==> src/design/cvr_pkg.sv <==
// shared types and constants for the planar vector rotator
`default_nettype none
package cvr_pkg;

  localparam int COORD_W   = 32;
  localparam int ANGLE_W   = 20;
  localparam int XW        = 48;
  localparam int ZW        = 33;
  localparam int WZW       = 35;
  localparam int PROD_W    = 64;
  localparam int TABLE_LEN = 32;
  localparam int STAGES_DEF = 16;

  localparam logic signed [WZW-1:0] ANG_PI      = 35'sd3373259426;
  localparam logic signed [WZW-1:0] ANG_TWO_PI  = 35'sd6746518852;
  localparam logic signed [ZW-1:0]  ANG_HALF_PI = 33'sd1686629713;
  localparam logic signed [COORD_W-1:0] GAIN_K  = 32'sd652032874;

  localparam logic [31:0] ATAN_TAB [TABLE_LEN] = '{
    32'h3243F6A8, 32'h1DAC6705, 32'h0FADBAFC, 32'h07F56EA6,
    32'h03FEAB76, 32'h01FFD55B, 32'h00FFFAAA, 32'h007FFF55,
    32'h003FFFEA, 32'h001FFFFD, 32'h000FFFFF, 32'h0007FFFF,
    32'h0003FFFF, 32'h0001FFFF, 32'h0000FFFF, 32'h00007FFF,
    32'h00003FFF, 32'h00001FFF, 32'h00000FFF, 32'h000007FF,
    32'h000003FF, 32'h000001FF, 32'h000000FF, 32'h0000007F,
    32'h0000003F, 32'h0000001F, 32'h0000000F, 32'h00000008,
    32'h00000004, 32'h00000002, 32'h00000001, 32'h00000000
  };

  typedef struct packed {
    logic signed [XW-1:0] x;
    logic signed [XW-1:0] y;
    logic signed [ZW-1:0] z;
  } cvr_vec_t;

endpackage
`default_nettype wire

==> src/design/cvr_stage.sv <==
// one registered cordic micro-rotation
`default_nettype none
module cvr_stage
  import cvr_pkg::*;
#(
  parameter int IDX = 0
) (
  input  wire logic     clk,
  input  wire logic     rst,
  input  wire logic     up_valid,
  output logic          up_ready,
  input  wire cvr_vec_t up_data,
  output logic          dn_valid,
  input  wire logic     dn_ready,
  output cvr_vec_t      dn_data
);

  localparam logic signed [ZW-1:0] ATAN_I = ZW'(ATAN_TAB[IDX]);

  logic signed [XW-1:0] dx;
  logic signed [XW-1:0] dy;
  cvr_vec_t             data_next;

  always_comb begin
    dx = up_data.x >>> IDX;
    dy = up_data.y >>> IDX;
    if (!up_data.z[ZW-1]) begin
      data_next.x = up_data.x - dy;
      data_next.y = up_data.y + dx;
      data_next.z = up_data.z - ATAN_I;
    end else begin
      data_next.x = up_data.x + dy;
      data_next.y = up_data.y - dx;
      data_next.z = up_data.z + ATAN_I;
    end
  end

  assign up_ready = !dn_valid || dn_ready;

  always_ff @(posedge clk) begin
    if (rst) begin
      dn_valid <= 1'b0;
    end else if (up_ready) begin
      dn_valid <= up_valid;
    end
  end

  always_ff @(posedge clk) begin
    if (up_valid && up_ready) begin
      dn_data <= data_next;
    end
  end

endmodule
`default_nettype wire

==> config.mk <==
export PLATFORM = sky130hd
export DESIGN_NAME = cvr_stage
export DESIGN_NICKNAME = d
export VERILOG_FILES = /design/src/design/cvr_pkg.sv /design/src/design/cvr_stage.sv
export SDC_FILE = /design/constraint.sdc
export NUM_CORES = 1
export LEC_CHECK = 0
export BUFFER_PORTS_ARGS = -buffer_cell sky130_fd_sc_hd__buf_2
export CELL_PAD_IN_SITES_DETAIL_PLACEMENT = 0
export CELL_PAD_IN_SITES_GLOBAL_PLACEMENT = 1
export CORE_MARGIN = 3
export CORE_UTILIZATION = 39
export CTS_CLUSTER_SIZE = 16
export DETAILED_ROUTE_END_ITERATION = 6
export GPL_TIMING_DRIVEN = 0
export PLACE_DENSITY_LB_ADDON = 0.1
export REMOVE_ABC_BUFFERS = 1
export SLEW_MARGIN = 5
export SYNTH_ARGS = -nofsm -noshare
export SYNTH_HDL_FRONTEND = slang
export SYNTH_SLANG_ARGS = --single-unit
==> constraint.sdc <==
create_clock -name clk -period 4.1 [get_ports clk]
set_input_delay 0.615 -clock clk [delete_from_list [all_inputs] [get_ports clk]]
set_output_delay 0.615 -clock clk [all_outputs]
set_load 0.01 [all_outputs]
== Word level (Yosys, flattened, before mapping) ==
Index checks and enable logic that the tools add are counted.
Storage, ports and cells
  output and inout bits: 131
  flip-flop bits (word level): 130
  memories kept: 0
  bits in read-only memories: 0
  memory bits (writable): 0
  bits of input ports: 133
  latch bits: 0
Cells by class
  $lt $le $gt $ge: 0
  equal/unequal tests: 0
  $mul: 0
  muxes and demuxes: 1
  shift-type cells: 0
  $add $sub $neg: 5
  reductions and logical operators: 3
  bitwise operators: 0
  div/mod/pow operators: 0
Operators by type and width (number)
  $mux W129: 1
  $sub A48 B48 Y48: 2
  $add A48 B48 Y48: 1
  $add A33 B31 Y33 const B: 1
  $sub A33 B31 Y33 const B: 1
  $logic_and A1 B1 Y1: 1
  $logic_not A1 Y1: 1
  $logic_or A1 B1 Y1: 1

== Depth between registers and ports, before layout ==
  depth after elaboration: 3
  mapped depth: 13
  depth with buffers taken out: 12

== Least setup slack after synthesis ==
OpenSTA, ideal clock, no wires.
  kind: input to register
  from: input port dn_ready
  to: register dn_data[0] (netlist name), enable pin
  stages: 2
  setup slack: -0.177 ns
  arrival: 3.774 ns
  cells stage by stage: nand2b_1 and2_1
Between the ends
  cells in the longest elaborated chain, start to end: 2
Ends and longest elaborated chain
  from (decl): line cvr_stage.sv:14  | input wire logic dn_ready,
  $logic_or A1 B1 Y1: line cvr_stage.sv:38  | assign up_ready = !dn_valid || dn_ready;
  $logic_and A1 B1 Y1: line cvr_stage.sv:49  | if (up_valid && up_ready) begin
  to (signal assigned): line cvr_stage.sv:50  | dn_data <= data_next;
  to (decl): line cvr_stage.sv:15  | output cvr_vec_t dn_data
No other way between the ends.
A chain may end at the register's enable or synchronous reset.

==> flow_summary.yaml <==
synthesis:
  synth-edff-count: 128
  ys_async_sr_fraction_pct: 0
  netlist_area_mm2: 0.01409
  ys_seq_elements: 129
  ys_types: 89
  seq_area_frac_synth_pct: 27.41
  avgSynthCellArea_um2: 8.276
  yosysWarnings: 0
  synth_cells: 1703
  synth-main-ff-cell: "edfxtp_1"
grt:
  grt_pass1_wl_um: 75800
  grt_pass1_vias: 13320
  grt_max_degree: 94
  grt-ovfl-total: 0
  globalRouteTotalUtil_pct: 25.00
  antenna_found_initial: 1
worst_setup_path:
  crit_type: "in2reg"
  path_max_fanout: 14
  start_kind: "primary input"
  arrival_ps: 4170
  r2r_slack_ps: 2180
  required_ps: 4300
  cp-end-kind: "register"
clocking:
  clk_latency_ps: 460
  cts.path.max_buffers: 2
  cts_buffers: 17
  numClockSinks: 129
  cts_root_buf: "clkbuf_16"
  htree_levels: 4
  cts_hold_buf: 0
  cts_tree: "done"
  clkTransAtPathRegs_ps: 70
timing:
  worstMarginPinSlew_ps: 925.2
  setup_violations: 0
  timing.hold.ws_ps: 309.8
  fin_crit_sh_pct: 96.82
  relSlewSlack_pct: 36.72
  rsz0062_at_grt: "no"
  skew_ps: 10.89
  fmax_mhz: 251.9
  slew_viol_final: 0
  min_period_ps: 3970
  finalHoldViolCount: 0
status:
  status: "completed"
final_layout:
  final_nets: 2228
  drive_gt1_share_pct: 17.00
  final_cells: 2392
  final_common_cell: "buf_2"
  area_growth_pct: 16.48
  mostFrequentLayoutCells: "buf_2, a21oi_1, ha_1"
placed_design:
  dpl.cell_count: 2357
  io_buffer_count: 263
  place_hpwl_um: 39260
  place_congestion: 0.9527
drt:
  viasPerCell: 5.683
  dr.pass1.iters: 6
  drt.antenna.violating_nets: 0
  drt-total-wl_um: 49740
  drc: 0
  drtIter0Drc: 940
  wl_per_cell_um: 20.79
  vias: 13590
pwr:
  p_total_w: 0.005523
  peakVddDrop_uv: 334.9
  p_sw_share_pct: 37.36
  switchingPower_w: 0.002063
  p_int_w: 0.003460
  power_density_mw_per_mm2: 336.4
  clkPwrFrac_pct: 29.7
  p_leak_nw: 7.265
  seqPwrFrac_pct: 31.7
  pwr-share-comb_pct: 38.5
floorplan:
  core-area_mm2: 0.03505
  die_x_um: 196.1
  start_util_pct: 40.21
  dieHeight_um: 196.1
  num_rows: 68
  die-area_mm2: 0.03845
  pin_count: 264
min_path:
  hp-class: "in2reg"
job:
  maxCapViolCount: 0
worst max-delay path: stages:
cell	delay (ps)
buf_2	100
inv_1	40
ha_1	650
inv_1	120
a21oi_1	410
o21ai_0	200
a2111oi_1	620
o221ai_1	260
a211oi_2	490
o21ai_1	250
a22o_1	280
xnor2_1	130
per-layer routing:
metal / wire (um) / track usage (%) / up-vias
met3: 2968 / 4.362 / 61
met4: 1062 / 6.496 / 0
met2: 23000 / 40.74 / 450
li1: - / - / 6616
met1: 22700 / 34.40 / 6467
met5: 0 / 0 / -
kinds of logic after synthesis:
logic type / synth area share (%)
XOR/XNOR: 7.457
adder cells (fa/ha/maj): 15.57
AND/OR/NAND/NOR: 15.29
flip-flops: 27.41
buffers and inverters: 6.268
AO/OA/AOI/OAI: 26.94
multiplexers: 1.065
flip-flops by register name, summed over array words and instances, names as in the netlist:
name      flops
dn_data     128
dn_valid      1
metrics by stage:
stage          setup WS (ps)  TNS, ps  area (um^2)  util [%]
3_3_place_gp           -4687  -394130        15690     44.77
5_1_grt                9.753        0        16410     46.82
6_report               130.2        0        16420     46.83
4_1_cts                43.57        0        16380     46.74
2_1_floorplan         -177.0   -22660        13810         -
3_5_place_dp          -431.3    -3552        15780     45.01
worst paths after layout:
path,depth (start not counted),endpoint,start
hold / removal,2,dn_valid,rst
setup reg to reg,3,dn_data[104],dn_valid
hold reg to reg,2,dn_valid,dn_valid
setup / recovery,12,dn_data[121],up_data[54]
Yosys cell counts (all sizes together) (6+ instances only):
| master | n | area share (%) |
|---|---|---|
| a2111oi | 7 | 0.44 |
| a211o | 7 | 0.44 |
| a211oi | 18 | 0.99 |
| a21boi | 11 | 0.59 |
| a21o | 44 | 2.3 |
| a21oi | 214 | 7.6 |
| a311oi | 7 | 0.57 |
| a31oi | 17 | 0.75 |
| and2 | 9 | 0.40 |
| and3 | 12 | 0.53 |
| buf | 28 | 0.99 |
| clkbuf | 39 | 1.0 |
| clkinv | 7 | 0.19 |
| edfxtp | 128 | 27 |
| ha | 169 | 15 |
| inv | 152 | 4.0 |
| mux2i | 15 | 1.1 |
| nand2 | 101 | 2.7 |
| nand2b | 23 | 1.0 |
| nand3 | 24 | 0.85 |
| nand4 | 31 | 1.4 |
| nor2 | 137 | 3.6 |
| nor2b | 18 | 0.80 |
| nor3 | 38 | 1.4 |
| nor4 | 14 | 0.77 |
| o211a | 6 | 0.48 |
| o211ai | 18 | 0.99 |
| o21a | 15 | 0.80 |
| o21ai | 132 | 4.7 |
| o21bai | 35 | 1.9 |
| o31ai | 16 | 0.85 |
| or2 | 10 | 0.44 |
| or3 | 14 | 0.62 |
| xnor2 | 110 | 6.8 |
| xor2 | 10 | 0.62 |
power by group through the flow:
stage	logic [W]	registers, W	clock network (W)
after detailed placement	0.00210	0.00178	0
after CTS	0.00211	0.00176	0.00167
after global routing	0.00233	0.00177	0.00173
after floorplan	0.00124	0.00189	0
after global placement	0.00209	0.00179	0
final	0.00213	0.00175	0.00164
layout make-up:
cell class	count	area (um^2)
sequential	129	3864
clock inverter	15	180.2
clock buffer	17	425.4
fill	3548	18640
timing repair buffer	267	1423
antenna	2	5.005
multi-input combinational	1348	9350
tap	455	569.3
inverter	159	599.3
what timing repair did:
action / 4_1_cts / 5_1_grt
buffers inserted: 0 / 0
setup endpoints to repair: 0 / 8
resized for setup: 0 / 2
Note: power is estimated with default switching activity, not from simulation.
