### config.mk
export PLATFORM = sky130hd
export DESIGN_NAME = cvr_prep
export DESIGN_NICKNAME = d
export VERILOG_FILES = /design/src/design/cvr_pkg.sv /design/src/design/cvr_prep.sv
export SDC_FILE = /design/constraint.sdc
export NUM_CORES = 2
export LEC_CHECK = 0
export ABC_AREA = 1
export BUFFER_PORTS_ARGS = -buffer_cell sky130_fd_sc_hd__buf_4
export CAP_MARGIN = 5
export CORE_ASPECT_RATIO = 0.7
export CORE_MARGIN = 2
export CORE_UTILIZATION = 35
export CTS_CLUSTER_DIAMETER = 100
export DETAILED_ROUTE_END_ITERATION = 10
export PLACE_DENSITY_LB_ADDON = 0.3
export SLEW_MARGIN = 25
export SYNTH_ARGS = -nofsm -noshare
export SYNTH_HDL_FRONTEND = slang
export SYNTH_SLANG_ARGS = --single-unit
### constraint.sdc
create_clock -name clk -period 16.5 [get_ports clk]
set_input_delay 2.475 -clock clk [delete_from_list [all_inputs] [get_ports clk]]
set_output_delay 2.475 -clock clk [all_outputs]
set_load 0.005 [all_outputs]
### src/design/cvr_pkg.sv
// shared types and constants for the planar vector rotator
`default_nettype none
package cvr_pkg;

  localparam int COORD_W   = 32;
  localparam int ANGLE_W   = 20;
  localparam int XW        = 48;
  localparam int ZW        = 33;
  localparam int WZW       = 35;
  localparam int PROD_W    = 64;
  localparam int TABLE_LEN = 32;
  localparam int STAGES_DEF = 16;

  localparam logic signed [WZW-1:0] ANG_PI      = 35'sd3373259426;
  localparam logic signed [WZW-1:0] ANG_TWO_PI  = 35'sd6746518852;
  localparam logic signed [ZW-1:0]  ANG_HALF_PI = 33'sd1686629713;
  localparam logic signed [COORD_W-1:0] GAIN_K  = 32'sd652032874;

  localparam logic [31:0] ATAN_TAB [TABLE_LEN] = '{
    32'h3243F6A8, 32'h1DAC6705, 32'h0FADBAFC, 32'h07F56EA6,
    32'h03FEAB76, 32'h01FFD55B, 32'h00FFFAAA, 32'h007FFF55,
    32'h003FFFEA, 32'h001FFFFD, 32'h000FFFFF, 32'h0007FFFF,
    32'h0003FFFF, 32'h0001FFFF, 32'h0000FFFF, 32'h00007FFF,
    32'h00003FFF, 32'h00001FFF, 32'h00000FFF, 32'h000007FF,
    32'h000003FF, 32'h000001FF, 32'h000000FF, 32'h0000007F,
    32'h0000003F, 32'h0000001F, 32'h0000000F, 32'h00000008,
    32'h00000004, 32'h00000002, 32'h00000001, 32'h00000000
  };

  typedef struct packed {
    logic signed [XW-1:0] x;
    logic signed [XW-1:0] y;
    logic signed [ZW-1:0] z;
  } cvr_vec_t;

endpackage
`default_nettype wire

### src/design/cvr_prep.sv
// angle reduction, gain multiply and quarter turn, two register stages
`default_nettype none
module cvr_prep
  import cvr_pkg::*;
(
  input  wire logic                      clk,
  input  wire logic                      rst,
  input  wire logic                      up_valid,
  output logic                           up_ready,
  input  wire logic                      action,
  input  wire logic signed [COORD_W-1:0] point_x,
  input  wire logic signed [COORD_W-1:0] point_y,
  input  wire logic signed [ANGLE_W-1:0] turn_angle,
  output logic                           dn_valid,
  input  wire logic                      dn_ready,
  output cvr_vec_t                       dn_data
);

  // stage a: products and reduced angle
  logic                     a_valid;
  logic                     a_ready;
  logic signed [PROD_W-1:0] prod_x;
  logic signed [PROD_W-1:0] prod_y;
  logic signed [ZW-1:0]     a_z;

  logic signed [PROD_W-1:0] prod_x_next;
  logic signed [PROD_W-1:0] prod_y_next;
  logic signed [WZW-1:0]    wz;
  logic signed [WZW-1:0]    wz_neg;
  logic signed [WZW-1:0]    wz_red;

  always_comb begin
    wz = WZW'(turn_angle) <<< 14;
    wz_neg = action ? -wz : wz;
    if (wz_neg > ANG_PI) begin
      wz_red = wz_neg - ANG_TWO_PI;
    end else if (wz_neg < -ANG_PI) begin
      wz_red = wz_neg + ANG_TWO_PI;
    end else begin
      wz_red = wz_neg;
    end
    prod_x_next = PROD_W'(point_x) * PROD_W'(GAIN_K);
    prod_y_next = PROD_W'(point_y) * PROD_W'(GAIN_K);
  end

  assign up_ready = !a_valid || a_ready;

  always_ff @(posedge clk) begin
    if (rst) begin
      a_valid <= 1'b0;
    end else if (up_ready) begin
      a_valid <= up_valid;
    end
  end

  always_ff @(posedge clk) begin
    if (up_valid && up_ready) begin
      prod_x <= prod_x_next;
      prod_y <= prod_y_next;
      a_z    <= wz_red[ZW-1:0];
    end
  end

  // stage b: scale down and quarter turn
  logic signed [XW-1:0] sx;
  logic signed [XW-1:0] sy;
  cvr_vec_t             b_next;

  always_comb begin
    sx = XW'(prod_x >>> 16);
    sy = XW'(prod_y >>> 16);
    if (a_z > ANG_HALF_PI) begin
      b_next.x = -sy;
      b_next.y = sx;
      b_next.z = a_z - ANG_HALF_PI;
    end else if (a_z < -ANG_HALF_PI) begin
      b_next.x = sy;
      b_next.y = -sx;
      b_next.z = a_z + ANG_HALF_PI;
    end else begin
      b_next.x = sx;
      b_next.y = sy;
      b_next.z = a_z;
    end
  end

  assign a_ready = !dn_valid || dn_ready;

  always_ff @(posedge clk) begin
    if (rst) begin
      dn_valid <= 1'b0;
    end else if (a_ready) begin
      dn_valid <= a_valid;
    end
  end

  always_ff @(posedge clk) begin
    if (a_valid && a_ready) begin
      dn_data <= b_next;
    end
  end

endmodule
`default_nettype wire

After elaboration in Yosys (flattened, before gate mapping)

Index checks and enable logic that the tools add are counted.
W data, S select, Z words.

Add/subtract/negate cells: 7
$mul: 2
$lt $le $gt $ge: 4
Muxes and demuxes: 5
Reductions and logical operators: 6

Operators with widths:

| operator                 | number |
|---|---|
| $mux W129                | 2 |
| $mul A32 B30 Y62 const B | 2 |
| $neg A48 Y48             | 2 |
| $add A33 B32 Y33 const B | 2 |
| $mux W33                 | 2 |
| $sub A33 B32 Y33 const B | 2 |
| $gt A35 B33 Y1 const B   | 1 |
| $lt A35 B33 Y1 const B   | 1 |
| $mux W35                 | 1 |
| $neg A34 Y35             | 1 |
| $gt A33 B32 Y1 const B   | 1 |
| $lt A33 B32 Y1 const B   | 1 |
| $logic_and A1 B1 Y1      | 2 |
| $logic_not A1 Y1         | 2 |
| $logic_or A1 B1 Y1       | 2 |

Register bits after elaboration: 290
Input port bits: 89
Output and inout port bits: 131
Word-level logic and storage cells: 32

Depth between registers and ports, before layout

Word-level depth: 5
Gate-level depth with buffers: 33
Gate-level depth less buffers: 32

Worst setup path before layout

No wires, ideal clock.

Path type: input to register
Start: input dn_ready
End: register dn_data[0] in the netlist's numbering (enable)
Setup time: 652 ps
Arrival time: 8579 ps
Data required time: 15848 ps
Setup slack: 7268 ps
Stages on the path: 2
Path buffers: 0
Cells stage by stage: inv_1 -> a21oi_1

Cells in the longest elaborated chain, start to end: 2

RTL lines:

| what                 | line           | source |
|---|---|---|
| start, declared      | cvr_prep.sv:15 | `input wire logic dn_ready,` |
| $logic_or A1 B1 Y1   | cvr_prep.sv:87 | `assign a_ready = !dn_valid \|\| dn_ready;` |
| $logic_and A1 B1 Y1  | cvr_prep.sv:98 | `if (a_valid && a_ready) begin` |
| end signal, assigned | cvr_prep.sv:99 | `dn_data <= b_next;` |
| end, declared        | cvr_prep.sv:16 | `output cvr_vec_t dn_data` |

Every way passes these cells.
A chain may end at the register's enable or synchronous reset.

Worst setup path after layout

Start: input point_x[18]
End: register prod_x[55] (data pin)

Cells in the longest elaborated chain, start to end: 1

RTL lines:

| what                 | line           | source |
|---|---|---|
| start, declared      | cvr_prep.sv:11 | `input wire logic signed [COORD_W-1:0] point_x,` |
| $mul A32 B30 Y62     | cvr_prep.sv:42 | `prod_x_next = PROD_W'(point_x) * PROD_W'(GAIN_K);` |
| net prod_x_next[55]  | cvr_prep.sv:26 | `logic signed [PROD_W-1:0] prod_x_next;` |
| end signal, assigned | cvr_prep.sv:58 | `prod_x <= prod_x_next;` |
| end, declared        | cvr_prep.sv:22 | `logic signed [PROD_W-1:0] prod_x;` |

The timed path passes the listed nets, and every way through them passes these cells.

==> impl_summary.log <==
[metrics] status: completed
[metrics] height of the chip: 334.1 µm
[metrics] largest fanout on the critical path: 7
[metrics] worst skew pair latency: 0.55 ns
[metrics] EDFF count, synth: 242
[metrics] post-route minimum period: 9.561 ns
[metrics] number of iterations in the first detailed-routing pass: 6
[metrics] Mapped Nets: 7947
[metrics] share of async-settable or async-resettable flops after synthesis: 0%
[metrics] leading cell type in the layout, fill and taps excluded: sky130_fd_sc_hd__inv_1
[metrics] warnings from Yosys: 0
[metrics] number of buffers added for setup after CTS: 0
[metrics] Total Neg Setup Slack: 0 ns
[metrics] share of the synthesized netlist area taken by xor and xnor gates: 5.723%
[metrics] Initial Util: 35.14%
[metrics] DR iter-0 viols: 4486
[metrics] Final Wtd Congestion: 1.022
[metrics] mean area per synthesized cell: 8.696 µm²
[metrics] number of global-route vias before repair: 42670
[metrics] sink count of the clock tree: 244
[metrics] number of nets in the layout: 8128
[metrics] number of top-level pins: 220
[metrics] routed length per instance: 23.13 µm
[metrics] remaining design rule violation count: 0
[metrics] core outline area: 155000 µm²
[metrics] class of the most critical hold timing path: register to register
[metrics] combined global-route utilization of all metal layers: 24.70%
[metrics] worst clock skew: 0.01480 ns
[metrics] maximum level of the CTS H-tree: 1
[metrics] overall via count from detail_route: 43300
[metrics] post-synth design cell area: 54480 µm²
[metrics] Die X: 475.6 µm
[metrics] final hold viol count: 0
[metrics] Max transition margin: 32.83%
[metrics] first-pass GRT wire length: 288600 µm
[metrics] Synth cell types: 53
[metrics] commonest cells after routing, fill and taps aside: 1690 x sky130_fd_sc_hd__inv_1, 838 x sky130_fd_sc_hd__fa_1, 755 x sky130_fd_sc_hd__ha_1
[metrics] type of origin of the critical path: input port
[metrics] number of vias per cell after detailed routing: 5.062
[metrics] quantity of I/O buffers inserted on ports: 219
[metrics] post-synthesis compound-gate area fraction: 8.231%
[metrics] CP arrival: 9.86 ns
[metrics] clock tree from TritonCTS: yes
[metrics] Final setup violation count: 0
[metrics] detailed-placement wirelength estimate: 177400 µm
[metrics] maximum clock frequency: 104.6 MHz
[metrics] required time of the critical path: 16.80 ns
[metrics] Post-CTS Resized: 0
[metrics] largest net degree at the start of global routing: 83
[metrics] Max-Cap Viols: 0
[metrics] initial antenna violation count: 3
[metrics] Total Routed Length: 197900 µm
[metrics] share of synthesized area spent on multiplexers: 0%
[metrics] buffers from clock root to sink, at most: 3
[metrics] worst slack at placement: 6.565 ns
[metrics] final critical-path share of the clock period: 57.95%
[metrics] share of cells above drive strength 1: 5.231%
[metrics] flip-flop and latch count after synthesis: 244
[metrics] clock-pin slew on the worst setup and hold paths: 0.07 ns
[metrics] Post-Synthesis Cells: 6265
[metrics] number of hold buffers added after CTS: 0
[metrics] category of the most critical setup path: input port to register
[metrics] Die Outline Area: 158900 µm²
[metrics] main combinational cell family by area after synthesis: adder cells
[metrics] register-to-register path setup slack: 12.54 ns
[metrics] endpoint class of the critical path: register
[metrics] measured slew at the worst slew-check pin: 1.007 ns
[metrics] setup repair after global routing missed its margin: false
[metrics] setup slack of the critical path after layout: 6.939 ns
[metrics] Main synth FF type: sky130_fd_sc_hd__edfxtp_1
[metrics] P&R area growth vs syn: 8.858%
[metrics] post-synthesis share of cell area spent on full adders, half adders and majority gates: 48.13%
[metrics] simple logic cell fraction of the synthesized area: 12.07%
[metrics] global route overflow: 0
[metrics] number of slew-limit violations in the final report: 0
[metrics] standard-cell row count: 121
[metrics] Clk Tree Root Cell: sky130_fd_sc_hd__clkbuf_16
[metrics] number of clock buffers inserted by TritonCTS: 23
[metrics] residual antenna-violating net count after detailed routing: 0
[metrics] proportion of synthesized chip area in sequential cells: 13.41%
[worst paths after layout]
check	startpoint	to	cells after the start
min reg2reg	dn_valid	dn_valid	2
min	dn_valid	dn_valid	2
max	point_x[18]	prod_x[55]	25
max reg2reg	a_z[13]	dn_data[111]	12
[Yosys cell counts (3+ instances only)]
cell	n	share of area, %
sky130_fd_sc_hd__a21boi_0	11	0.15
sky130_fd_sc_hd__a21o_1	46	0.63
sky130_fd_sc_hd__a21oi_1	247	2.3
sky130_fd_sc_hd__a221oi_1	3	0.048
sky130_fd_sc_hd__a22o_1	10	0.16
sky130_fd_sc_hd__a22oi_1	5	0.069
sky130_fd_sc_hd__a31oi_1	42	0.48
sky130_fd_sc_hd__and3_1	3	0.034
sky130_fd_sc_hd__buf_2	29	0.27
sky130_fd_sc_hd__buf_4	11	0.15
sky130_fd_sc_hd__clkbuf_1	32	0.22
sky130_fd_sc_hd__edfxtp_1	242	13
sky130_fd_sc_hd__fa_1	838	31
sky130_fd_sc_hd__ha_1	755	17
sky130_fd_sc_hd__inv_1	1691	12
sky130_fd_sc_hd__inv_2	14	0.096
sky130_fd_sc_hd__nand2_1	747	5.1
sky130_fd_sc_hd__nand2_2	25	0.29
sky130_fd_sc_hd__nand3_1	212	1.9
sky130_fd_sc_hd__nand3_2	3	0.055
sky130_fd_sc_hd__nand3b_1	11	0.15
sky130_fd_sc_hd__nand4_1	42	0.48
sky130_fd_sc_hd__nor2_1	396	2.7
sky130_fd_sc_hd__nor2_2	10	0.11
sky130_fd_sc_hd__nor3_1	60	0.55
sky130_fd_sc_hd__nor3_2	3	0.055
sky130_fd_sc_hd__nor4_1	27	0.31
sky130_fd_sc_hd__o2111ai_1	4	0.064
sky130_fd_sc_hd__o211ai_1	28	0.39
sky130_fd_sc_hd__o21a_1	15	0.21
sky130_fd_sc_hd__o21ai_0	178	1.6
sky130_fd_sc_hd__o21ai_1	18	0.17
sky130_fd_sc_hd__o21bai_1	50	0.69
sky130_fd_sc_hd__o221ai_1	60	0.96
sky130_fd_sc_hd__o22ai_1	9	0.10
sky130_fd_sc_hd__o31ai_1	4	0.055
sky130_fd_sc_hd__or2_2	7	0.080
sky130_fd_sc_hd__xnor2_1	71	1.1
sky130_fd_sc_hd__xor2_1	285	4.6
[worst max-delay path: stages]
cell,delay [ns]
sky130_fd_sc_hd__buf_4,0.17
sky130_fd_sc_hd__ha_1,0.45
sky130_fd_sc_hd__xor2_1,0.22
sky130_fd_sc_hd__ha_1,0.20
sky130_fd_sc_hd__a21oi_1,0.48
sky130_fd_sc_hd__inv_1,0.10
sky130_fd_sc_hd__ha_1,0.29
sky130_fd_sc_hd__inv_1,0.05
sky130_fd_sc_hd__fa_1,0.57
sky130_fd_sc_hd__inv_1,0.08
sky130_fd_sc_hd__fa_1,0.52
sky130_fd_sc_hd__fa_1,0.44
sky130_fd_sc_hd__fa_1,0.57
sky130_fd_sc_hd__inv_1,0.07
sky130_fd_sc_hd__fa_1,0.49
sky130_fd_sc_hd__inv_1,0.04
sky130_fd_sc_hd__ha_1,0.36
sky130_fd_sc_hd__nand2_1,0.11
sky130_fd_sc_hd__nor2_1,0.24
sky130_fd_sc_hd__inv_1,0.13
sky130_fd_sc_hd__nor4_1,0.69
sky130_fd_sc_hd__nand4_1,0.37
sky130_fd_sc_hd__nand3_1,0.38
sky130_fd_sc_hd__a31oi_1,0.18
sky130_fd_sc_hd__xnor2_1,0.16
[state kept, by name, summed over array words and instances, names as in the netlist]
name	count
dn_data	126
prod_x	47
prod_y	47
a_z	22
a_valid	1
dn_valid	1
[area by class of cell]
type	count	area [µm²]
antenna	1	2.502
multi-input combinational	4240	40420
timing repair buffer	230	1727
tap	2091	2616
clock buffer	25	583.1
sequential	244	7307
clock inverter	16	236.5
fill	16020	95720
inverter	1707	6410
[kinds of logic (layout without fill, tap and decap cells)]
group	Yosys count	in the layout
AOI/OAI and AO/OA	737	737
buffers and inverters	1781	1978
adders and majority gates	1593	1593
and+or+nand+nor	1554	1554
other	0	1
DFF	244	244
xor gates and xnor gates	356	356
[through the flow]
| stage | instances | util, % | cell area (µm²) | hold slack (ns) |
|---|---|---|---|---|
| 2_1_floorplan | 6265 | - | 54480 | 0.4448 |
| 3_3_place_gp | 8512 | 37.72 | 58480 | 0.5104 |
| 3_5_place_dp | 8512 | 37.72 | 58480 | 0.5225 |
| 4_1_cts | 8553 | 38.25 | 59300 | 0.5310 |
| 5_1_grt | 8554 | 38.25 | 59310 | 0.5611 |
| 6_report | 8554 | 38.25 | 59310 | 0.5274 |
[routing by layer]
metal / vias up / GRT usage [%] / wire, µm / part of all wire, %
met5: - / 0 / 27 / 0.014
li1: 19880 / - / - / -
met2: 1872 / 33.10 / 75690 / 38
met3: 99 / 6.405 / 21340 / 11
met1: 21450 / 40.21 / 99100 / 50
met4: 4 / 1.810 / 1727 / 0.87
Power is left out: the tool's default activity adds up to more than one toggle a clock period on the data nets, which glitch-free logic cannot reach.
