[src/design/cvr_pkg.sv]
// shared types and constants for the planar vector rotator
`default_nettype none
package cvr_pkg;

  localparam int COORD_W   = 32;
  localparam int ANGLE_W   = 20;
  localparam int XW        = 48;
  localparam int ZW        = 33;
  localparam int WZW       = 35;
  localparam int PROD_W    = 64;
  localparam int TABLE_LEN = 32;
  localparam int STAGES_DEF = 16;

  localparam logic signed [WZW-1:0] ANG_PI      = 35'sd3373259426;
  localparam logic signed [WZW-1:0] ANG_TWO_PI  = 35'sd6746518852;
  localparam logic signed [ZW-1:0]  ANG_HALF_PI = 33'sd1686629713;
  localparam logic signed [COORD_W-1:0] GAIN_K  = 32'sd652032874;

  localparam logic [31:0] ATAN_TAB [TABLE_LEN] = '{
    32'h3243F6A8, 32'h1DAC6705, 32'h0FADBAFC, 32'h07F56EA6,
    32'h03FEAB76, 32'h01FFD55B, 32'h00FFFAAA, 32'h007FFF55,
    32'h003FFFEA, 32'h001FFFFD, 32'h000FFFFF, 32'h0007FFFF,
    32'h0003FFFF, 32'h0001FFFF, 32'h0000FFFF, 32'h00007FFF,
    32'h00003FFF, 32'h00001FFF, 32'h00000FFF, 32'h000007FF,
    32'h000003FF, 32'h000001FF, 32'h000000FF, 32'h0000007F,
    32'h0000003F, 32'h0000001F, 32'h0000000F, 32'h00000008,
    32'h00000004, 32'h00000002, 32'h00000001, 32'h00000000
  };

  typedef struct packed {
    logic signed [XW-1:0] x;
    logic signed [XW-1:0] y;
    logic signed [ZW-1:0] z;
  } cvr_vec_t;

endpackage
`default_nettype wire

[src/design/cvr_if.sv]
// transaction channels for points in and rotated points out
`default_nettype none


interface cvr_out_if
  import cvr_pkg::*;
  ();
  logic                      valid;
  logic                      ready;
  logic signed [COORD_W-1:0] rotated_x;
  logic signed [COORD_W-1:0] rotated_y;

  modport source(output valid, rotated_x, rotated_y, input ready);
  modport sink(input valid, rotated_x, rotated_y, output ready);
endinterface
`default_nettype wire

[src/design/cvr_round.sv]
// rounding to q16.16 with saturation, output register
`default_nettype none
module cvr_round
  import cvr_pkg::*;
(
  input  wire logic     clk,
  input  wire logic     rst,
  input  wire logic     up_valid,
  output logic          up_ready,
  input  wire cvr_vec_t up_data,
  cvr_out_if.source     result
);

  localparam int RW = XW + 1;
  localparam logic signed [RW-1:0] HALF_LSB = RW'(8192);
  localparam logic signed [RW-1:0] SAT_MAX  = RW'(2147483647);
  localparam logic signed [RW-1:0] SAT_MIN  = -(RW'(2147483647)) - RW'(1);

  function automatic logic signed [COORD_W-1:0] finish(input logic signed [XW-1:0] v);
    logic signed [RW-1:0] r;
    r = (RW'(v) + HALF_LSB) >>> 14;
    if (r > SAT_MAX) begin
      return SAT_MAX[COORD_W-1:0];
    end else if (r < SAT_MIN) begin
      return SAT_MIN[COORD_W-1:0];
    end
    return r[COORD_W-1:0];
  endfunction

  assign up_ready = !result.valid || result.ready;

  always_ff @(posedge clk) begin
    if (rst) begin
      result.valid <= 1'b0;
    end else if (up_ready) begin
      result.valid <= up_valid;
    end
  end

  always_ff @(posedge clk) begin
    if (up_valid && up_ready) begin
      result.rotated_x <= finish(up_data.x);
      result.rotated_y <= finish(up_data.y);
    end
  end

endmodule
`default_nettype wire

[src/flat_wrapper.sv]
// flat-port wrapper written by rule: the top's interface ports become plain ports
module cvr_round_flat import cvr_pkg::*;
  (clk, rst, up_valid, up_ready, up_data, result_valid, result_rotated_x, result_rotated_y, result_ready);
  cvr_out_if result_i ();
  input  wire logic clk;
  input  wire logic rst;
  input  wire logic up_valid;
  output logic up_ready;
  input  wire cvr_vec_t up_data;
  output wire logic [$bits(result_i.valid)-1:0] result_valid;
  output wire logic [$bits(result_i.rotated_x)-1:0] result_rotated_x;
  output wire logic [$bits(result_i.rotated_y)-1:0] result_rotated_y;
  input wire logic [$bits(result_i.ready)-1:0] result_ready;
  assign result_valid = result_i.valid;
  assign result_rotated_x = result_i.rotated_x;
  assign result_rotated_y = result_i.rotated_y;
  assign result_i.ready = result_ready;
  cvr_round u_core (.clk(clk), .rst(rst), .up_valid(up_valid), .up_ready(up_ready), .up_data(up_data), .result(result_i));
endmodule
[config.mk]
export PLATFORM = sky130hd
export DESIGN_NAME = cvr_round_flat
export DESIGN_NICKNAME = d
export VERILOG_FILES = /design/src/design/cvr_pkg.sv /design/src/design/cvr_if.sv /design/src/design/cvr_round.sv /design/src/flat_wrapper.sv
export SDC_FILE = /design/constraint.sdc
export NUM_CORES = 1
export LEC_CHECK = 0
export ABC_AREA = 1
export BUFFER_PORTS_ARGS = -buffer_cell sky130_fd_sc_hd__buf_2
export CORE_UTILIZATION = 25
export CTS_BUF_LIST = sky130_fd_sc_hd__clkbuf_2
export DETAILED_ROUTE_END_ITERATION = 10
export HOLD_SLACK_MARGIN = 0.06
export PLACE_DENSITY = 0.58
export SYNTH_ARGS = -nofsm -noshare
export SYNTH_HDL_FRONTEND = slang
export SYNTH_SLANG_ARGS = --single-unit
[constraint.sdc]
create_clock -name clk -period 4.1 [get_ports clk]
set_clock_uncertainty 0.15 [all_clocks]
set_input_delay 0.41 -clock clk [delete_from_list [all_inputs] [get_ports clk]]
set_output_delay 0.41 -clock clk [all_outputs]
set_load 0.01 [all_outputs]
* Word-level counts from Yosys, hierarchy flattened
Index checks and enable logic that the tools add are counted.
** Storage, ports and cells
- Bits in registers :: 65
- Input port bits :: 133
- Output and inout bits :: 66
- Word-level logic and storage cells :: 24
** Operators by class
- Add/subtract/negate cells :: 2
- Order comparisons :: 4
- Mux-type cells :: 12
- Reductions and logical operators :: 3
** Operators with widths (count)
- $mux W32 :: 6
- $add A48 B15 Y49 const B :: 2
- $gt A35 B32 Y1 const B :: 2
- $lt A35 B32 Y1 const B :: 2
- $mux W1 :: 6
- $logic_and A1 B1 Y1 :: 1
- $logic_not A1 Y1 :: 1
- $logic_or A1 B1 Y1 :: 1

* Depth between registers and ports, before layout
Gate-level depths: netlist of the first run.
- Depth after elaboration :: 6
- Depth in mapped cells :: 13
- Gate-level depth less buffers :: 12

* Least setup slack after synthesis of the first run
No wires, ideal clock.
- Path kind :: input -> register
- Start point :: input port up_valid
- End point :: register u_core.result.rotated_x[0] (enable)
- Library setup time :: 0.507 ns
- Arrival time :: 3.559 ns
- Data required time :: 3.443 ns
- Setup slack :: -0.116 ns
- Stages on the path :: 2
- Buffers on the path :: 0
- Path through :: inv_1 a21oi_1
** Between the ends
- Word-level cells in the longest chain between the ends :: 1
** RTL lines
- start: declaration :: line flat_wrapper.sv:7 : input wire logic up_valid;
- $logic_and A1 B1 Y1 :: line cvr_round.sv:41 : if (up_valid && up_ready) begin
- end signal: assignment :: line cvr_round.sv:42 : result.rotated_x <= finish(up_data.x);
- end: declaration :: line cvr_if.sv:13 : modport source(output valid, rotated_x, rotated_y, input ready);
Every way passes these cells.
A chain may end at the register's enable or synchronous reset.

* Worst setup path after layout of the first run
- Start point :: input port up_data[47] (netlist bit)
- End point :: register u_core.result.rotated_y[11], data pin
** Between the ends
- Word-level cells in the longest chain between the ends :: 6
- Elaborated cells between the ends (all ways) :: 8
- Classes of those cells :: 1 x add/sub; 2 x order compare; 5 x mux
** RTL lines
- start: declaration :: line flat_wrapper.sv:9 : input wire cvr_vec_t up_data;
- $add A48 B15 Y49 * :: line cvr_round.sv:21 : r = (RW'(v) + HALF_LSB) >>> 14;
- $lt A35 B32 Y1 :: line cvr_round.sv:24 : end else if (r < SAT_MIN) begin
- $mux W1 :: line cvr_round.sv:24
- $mux W1 :: line cvr_round.sv:22 : if (r > SAT_MAX) begin
- $mux W1 :: line cvr_round.sv:41
- $mux W32 * :: line cvr_round.sv:27 : return r[COORD_W-1:0];
- end signal: assignment :: line cvr_round.sv:43 : result.rotated_y <= finish(up_data.y);
- end: declaration :: line cvr_if.sv:13
Mark *: on every way between the ends. The rest lies on a longest branch, timed or not. The select of a mux whose other input is x is not followed.

==> results of run 1 <==
-- worst min-delay path, delay by kind of cell --
| family | cells | cell delay (ns) |
|---|---|---|
| XOR/XNOR | 1 | 0.07 |
| buffers and inverters | 2 | 0.16 |
| AND/OR/NAND/NOR | 2 | 0.10 |
-- layout by cell type (no fill, tap or decap), types with 2 or more instances in the layout --
cell type and instances:
nor3_1 9, nand2_1 246, inv_1 43, buf_2 139
nor2_4 3, xor2_1 36, dlygate4sd3_1 13, clkinv_1 2
ha_1 2, edfxtp_1 64, nor2_1 73, clkinv_2 2
xnor2_1 23, nand3b_1 4, nor3b_1 2, nand3_2 3
nor2_2 9, nand2_2 7, clkbuf_2 11, nand4_1 11
nand3_1 15, inv_2 4
-- sequential cells by signal, summed over array words and instances, names as in the netlist --
name / flops
u_core.result.valid: 1
u_core.result.rotated_x: 32
u_core.result.rotated_y: 32
-- timing repair --
item | in CTS | in global routing
hold buffers | 13 | 0
endpoints found under the hold margin | 12 | 0
gates resized for setup | 0 | 0
-- per-stage QoR --
| step | utilization [%] | hold WS (ns) | power (mW) |
|---|---|---|---|
| 2_1_floorplan | - | 0.329 | 0.993 |
| 3_3_place_gp | 30.7 | 0.365 | 1.12 |
| 3_5_place_dp | 30.7 | 0.371 | 1.12 |
| 4_1_cts | 32.1 | 0.0601 | 1.53 |
| 5_1_grt | 32.1 | 0.0929 | 1.58 |
| 6_report | 32.1 | 0.121 | 1.50 |
-- power groups by stage --
stage | clock (mW) | combinational (mW) | sequential, mW
floorplan | 0 | 0.151 | 0.842
global placement | 0 | 0.303 | 0.816
detailed placement | 0 | 0.304 | 0.816
CTS | 0.408 | 0.316 | 0.801
global route | 0.425 | 0.351 | 0.805
finish | 0.385 | 0.313 | 0.800
-- cell type report --
class | count | area (um^2) | area share [%]
multi-input combinational | 450 | 2210 | 39.8
sequential | 65 | 1940 | 35.0
timing repair buffer | 153 | 833 | 15.0
tap | 225 | 282 | 5.07
inverter | 47 | 176 | 3.18
clock buffer | 11 | 55.1 | 0.992
clock inverter | 5 | 47.5 | 0.857
antenna | 1 | 2.50 | 0.0451
-- path summary, 6_finish.rpt --
path                            endpoint  slack [ns]  depth (start not counted)
max          u_core.result.rotated_y[11]        1.29                         14
min          u_core.result.rotated_x[30]        0.12                          5
max reg2reg   u_core.result.rotated_x[3]        2.40                          2
min reg2reg          u_core.result.valid        0.96                          3
-- cells in the mapped netlist --
cell	n	share of area, %
nand3_1	15	1.7
inv_1	43	3.6
and2_1	1	0.14
nand2_1	246	21
nor2_1	73	6.2
ha_1	2	0.56
nand2_4	1	0.25
nor3b_1	2	0.34
xnor2_1	23	4.5
nand3_2	3	0.68
inv_2	4	0.34
o21ai_4	1	0.37
nand3b_1	4	0.68
nor3_1	9	1.0
nor2_4	3	0.76
buf_4	3	0.51
nand4_1	11	1.5
nand3b_2	1	0.25
dfxtp_1	1	0.45
edfxtp_1	64	43
o22ai_1	1	0.14
buf_6	9	2.3
a21oi_1	2	0.23
nor2_2	9	1.3
xor2_1	36	7.1
nand2_2	7	0.99
-- kinds of logic after synthesis --
group | count (synthesis)
DFF | 65
xor gates and xnor gates | 59
AOI/OAI and AO/OA | 4
adders and majority gates | 2
buffers and inverters | 59
and+or+nand+nor | 385
-- metal layers --
metal / up-vias / track usage [%] / share of wire, %
met4: 0 / 5.49 / 1.9
met2: 111 / 21.5 / 45
met5: - / 0 / 0
met3: 16 / 2.88 / 5.1
met1: 1822 / 18.6 / 48
li1: 2113 / - / -
==> flow_metrics.py, run 1 <==
metrics = {
    "yosys": {
        "avgSynthCellArea_um2": 7.74,
        "synth-xor-area-share_pct": 11.6,
        "yosys.area_share.simple_pct": 36.6,
        "muxShareOfSynthArea_pct": 0,
        "synth_compound_gate_area_share_pct": 0.733,
        "synth_fa_ha_area_share_pct": 0.564,
        "synth_top_family_by_area": "simple AND/OR/NAND/NOR gates",
        "synth.distinct_cells": 26,
        "syn-instance-count": 574,
        "synth.yosys.seq_area_share_pct": 43.7,
        "ys_warn_count": 0,
        "synth_fp_nets": 709,
        "netlist_area_um2": 4440,
        "ys_ff_latch": 65,
    },
    "setup_path": {
        "worst-path-buf-inv": 3,
        "critical_path.cell_chain": "dlygate4sd3_1, buf_2, ha_1, nand2_1, nor2_2, nand2_4, nor2_4, nand2_1, nand2_1, nand2_1, inv_2, nand3_2, o21ai_4, nand2_1",
        "crit_start": "up_data[47]",
        "cp-start-kind": "input port",
        "critPathMaxFanout": 31,
        "cpMostUsedCell": "nand2_1",
        "slowest_stage": "o21ai_4",
        "cp_data_arrival_time_ns": 2.95,
        "setup.worst_path.end_class": "flop",
        "r2r_start": "u_core.result.valid",
        "timing.critical_path.max_delay_family": "simple AND/OR/NAND/NOR gates",
        "max_stage_delay_ns": 0.61,
        "required_ns": 4.24,
        "path_class": "input port to flop",
    },
    "timing": {
        "rsz0062_at_grt": "no",
        "min_period_over_period_pct": 68.6,
        "setup_tns_ns": 0,
        "slew_headroom_pct": 43.8,
        "setup-violations-final": 0,
        "setup_ws_ns": 1.29,
        "fmax_mhz": 355,
        "fin_crit_ns": 2.81,
        "finalMaxSlewViolations": 0,
        "hold_viol": 0,
        "tightest_slew_ns": 0.843,
    },
    "power": {
        "p_switching_uw": 453,
        "pwr-share-seq_pct": 53.4,
        "p_clk_share_pct": 25.7,
        "power_density_nw_per_um2": 270,
        "p_comb_share_pct": 20.9,
        "p_leak_nw": 2.52,
        "swShare_pct": 30.2,
        "p_int_mw": 1.05,
        "peakVddDrop_v": 0.0000976,
    },
    "global_routing": {
        "antenna_found_initial": 1,
        "grt_usage_pct": 13.8,
        "gr-total-overflow": 0,
        "grt_max_degree": 65,
        "grt_pass1_wl_um": 19100,
        "grt_pass1_vias": 3785,
    },
    "layout": {
        "fillers": 1935,
        "syn_to_final_growth_pct": 24.9,
        "drive_gt1_share_pct": 25.2,
        "nets": 861,
        "final_area_um2": 5550,
        "final_cells": 957,
    },
    "floorplan": {
        "core-area_um2": 17300,
        "io_pins": 199,
        "die_area_um2": 18300,
        "rows": 48,
        "die_x_um": 135,
        "start_util_pct": 25.7,
        "chipHeight_um": 135,
    },
    "clock_tree": {
        "path_clk_slew_ns": 0.19,
        "post_cts_buffers": 0,
        "cts_root_buf": "clkbuf_2",
        "htree_levels": 3,
        "clkSinkCount": 65,
        "cts_max_path_buffers": 2,
        "insertion_delay_ns": 0.53,
        "cts_buffers": 9,
        "cts_tree": "yes",
    },
    "placement": {
        "gp_congestion": 0.877,
        "post-place-ws_ns": 1.23,
        "io_buffers": 139,
        "dp_hpwl_um": 9850,
        "dp_cells": 927,
        "placed_cell_area_um2": 5310,
    },
    "drt": {
        "post_drt_wl_per_cell_um": 13.2,
        "drt_first_pass_iters": 5,
        "wl_um": 12700,
        "first_iter_violations": 256,
        "drc_errors": 0,
        "via_count": 4062,
        "ant_nets": 0,
        "vias_per_cell": 4.24,
    },
    "job": {
        "cap_violations": 0,
    },
    "outcome": {
        "status": "complete, no violations",
    },
    "hold_path": {
        "holdCritStartpoint": "up_data[125]",
        "hold_class": "input port to flop",
    },
}
No activity file was read; power rests on OpenSTA's default activity.
==> run 2: changes to the inputs <==
ABC_AREA = 0   (was 1)
PLACE_DENSITY = 0.59   (was 0.58)
clock period = 2.35 ns   (was 4.1 ns; I/O delays follow)
==> run 2 against run 1 <==
Compared with the run above: largest cell class is now buffers; design area increased by 18%; the flow now finishes with violations (DRC); final cell count down 10%; via count rose by 2.2%; critical endpoint is now u_core.result.rotated_y[24]; utilization is 12 points higher; total power is 99% higher; sequential share of layout area down 5.4 points; count of clock-buffer cells in the layout decreased by 1.
==> flow_metrics.py, run 2 <==
metrics = {
    "outcome": {
        "status": "finished with violations",
        "violations": "DRC",
    },
    "global_routing": {
        "grt_max_degree": 65,
        "gr-total-overflow": 0,
        "grt.met3_usage_pct": 4.33,
        "use_met2_pct": 29.3,
        "antenna_found_initial": 0,
        "grt_pass1_wl_um": 20100,
        "grt_usage_pct": 16.3,
        "globalRouteMet1Util_pct": 18.9,
        "grt_busiest_layer": "met2",
        "grt_pass1_vias": 4200,
    },
    "yosys": {
        "synth-main-ff-cell": "edfxtp_1",
        "netlist_area_um2": 3840,
        "yosysTopAreaCell": "edfxtp_1",
        "synth_top_area_share_pct": 50.1,
        "synthTopCellsByArea": "edfxtp_1 50%, xor2_1 6.8%, xnor2_1 6.4%",
        "synth_async_sr_flop_share_pct": 0,
        "avgSynthCellArea_um2": 10.4,
        "yosysMostFrequentCell": "edfxtp_1",
        "ys_ff_latch": 65,
        "syn-instance-count": 369,
        "ys_warn_count": 0,
        "synth-edff-count": 64,
        "synth_fp_nets": 504,
        "synth.yosys.seq_area_share_pct": 50.6,
        "synth.distinct_cells": 46,
        "synth_common_cells": "64 x edfxtp_1, 31 x a21oi_1, 30 x xor2_1, 28 x xnor2_1, 26 x nand3_1",
    },
    "clock_tree": {
        "insertion_delay_ns": 0.53,
        "cts_root_buf": "clkbuf_2",
        "clkSinkCount": 65,
        "cts_max_path_buffers": 2,
        "cts_buffers": 9,
        "cts_tree": "yes",
        "htree_levels": 3,
        "path_clk_slew_ns": 0.23,
    },
    "drt": {
        "ant_nets": 0,
        "vias_per_cell": 4.82,
        "drc_errors": 1,
        "drt_first_pass_iters": 7,
        "post_drt_wl_per_cell_um": 15.2,
        "wl_um": 13000,
        "first_iter_violations": 175,
        "via_count": 4152,
    },
    "timing": {
        "hold_slack_ns": 0.131,
        "fmax_mhz": 426,
        "finalMaxSlewViolations": 0,
        "setup-violations-final": 0,
        "hold_viol": 0,
        "tightest_slew_ns": 0.353,
        "slew_headroom_pct": 76.2,
        "min_period_over_period_pct": 99.8,
        "fin_crit_ns": 2.35,
    },
    "floorplan": {
        "core-area_um2": 14800,
        "die_x_um": 126,
        "io_pins": 199,
        "die_area_um2": 15800,
        "rows": 44,
        "chipHeight_um": 126,
        "start_util_pct": 26.0,
    },
    "hold_path": {
        "hold_class": "input port to flop",
        "holdCritStartpoint": "up_data[78]",
        "min_path_cells": 4,
        "min_delay_worst_endpoint": "u_core.result.rotated_y[5]",
    },
    "setup_path": {
        "cp-start-kind": "input port",
        "r2r-end": "u_core.result.rotated_x[19]",
        "r2r_start": "u_core.result.valid",
        "cp_data_arrival_time_ns": 2.49,
        "regToRegSetupSlack_ns": 0.91,
        "critPathMaxFanout": 4,
        "required_ns": 2.49,
        "setup.worst_path.end_class": "flop",
        "r2r_cells": 3,
        "path_class": "input port to flop",
    },
    "job": {
        "cap_violations": 0,
    },
    "power": {
        "power_density_nw_per_um2": 456,
        "fin_total_pwr_mw": 2.99,
        "peakVddDrop_v": 0.000232,
        "p_leak_nw": 2.68,
    },
    "layout": {
        "layout_common_cells": "138 x buf_2, 86 x buf_4, 77 x dlygate4sd3_1",
        "drive_gt1_share_pct": 40.2,
        "syn_to_final_growth_pct": 70.8,
        "mostFrequentLayoutCell": "buf_2",
        "largest_registers": "u_core.result.rotated_x: 32 flops, u_core.result.rotated_y: 32 flops, u_core.result.valid: 1 flops",
        "register_area_um2": 1940,
        "nets": 807,
        "fillers": 1418,
        "final_cells": 861,
        "antennaDiodeCount": 0,
        "multi_input_area_um2": 1910,
        "fin_util_pct": 44.4,
    },
    "placement": {
        "io_buffers": 139,
        "dp_hpwl_um": 8860,
        "dp_cells": 757,
        "gp_congestion": 0.864,
    },
}
run 2: cell count changes after synthesis, sizes merged, moves of 9 or more:
cell    previous run  this run
nor2              85        14
inv               47         9
a21oi              2        31
clkbuf             0         9
and3               0        19
o21ai              1        36
nand2            254        21
run 2: metal layers:
metal	vias up	share of wire [%]
met5	-	0
met4	0	1.2
met3	16	6.6
met2	159	51
met1	1979	41
li1	1998	-
run 2: cell families (layout without fill, tap and decap cells):
group,Yosys count,count (layout),synth area share [%]
and+or+nand+nor,132,132,19.6
AOI/OAI and AO/OA,83,83,12.5
DFF,65,65,50.6
xor gates and xnor gates,58,58,13.2
buffers and inverters,27,335,2.93
adders and majority gates,2,2,0.652
muxes,2,2,0.554
run 2: how the worst max path moves through the flow:
stage | start | end | slack, ns | depth (start not counted)
floorplan | up_data[46] | u_core.result.rotated_y[10] | -0.07 | 9
global placement | up_data[46] | u_core.result.rotated_y[17] | -0.30 | 9
detailed placement | up_data[47] | u_core.result.rotated_y[23] | -0.30 | 9
CTS | up_data[110] | u_core.result.rotated_x[29] | 0.02 | 10
global route | up_data[95] | u_core.result.rotated_x[15] | -0.02 | 10
finish | up_data[64] | u_core.result.rotated_y[24] | 0.004 | 10
run 2: per-stage QoR:
step           setup TNS (ns)  instance area, um^2  worst slack (ns)
2_1_floorplan           -1.80                 3880           -0.0689
3_3_place_gp           -14.68                 5380            -0.296
3_5_place_dp           -15.48                 5380            -0.301
4_1_cts                     0                 6310            0.0201
5_1_grt                -0.119                 6550           -0.0210
6_report                    0                 6550           0.00382
run 2: area by class of cell:
cell class                      count  share of cell area (%)
Inverter                            9                   0.515
Clock inverter                      6                    1.62
Timing Repair Buffer              310                    34.8
Sequential cell                    65                    29.6
Clock buffer                       10                   0.764
Tap cell                          184                    3.51
Multi-Input combinational cell    277                    29.2
run 2: where the power goes:
group	leakage [nW]	switching [mW]	total [mW]	internal, mW
sequential	0.624	0.0214	1.40	1.38
combinational	1.96	0.340	0.693	0.353
clock	0.0912	0.431	0.889	0.458
run 2: what timing repair did:
action | in CTS | in global routing
hold buffers | 77 | 1
setup endpoints to repair | 0 | 33
resized for setup | 0 | 26
endpoints found under the hold margin | 65 | 1
setup buffers | 0 | 9
run 2: worst max-delay path, stage by stage:
cell	delay (ns)
buf_2	0.11
dlygate4sd3_1	0.56
buf_4	0.15
and3_1	0.18
and3_1	0.21
and3_4	0.19
nand3_1	0.09
xor2_1	0.13
dlygate4sd3_1	0.56
a21oi_1	0.06
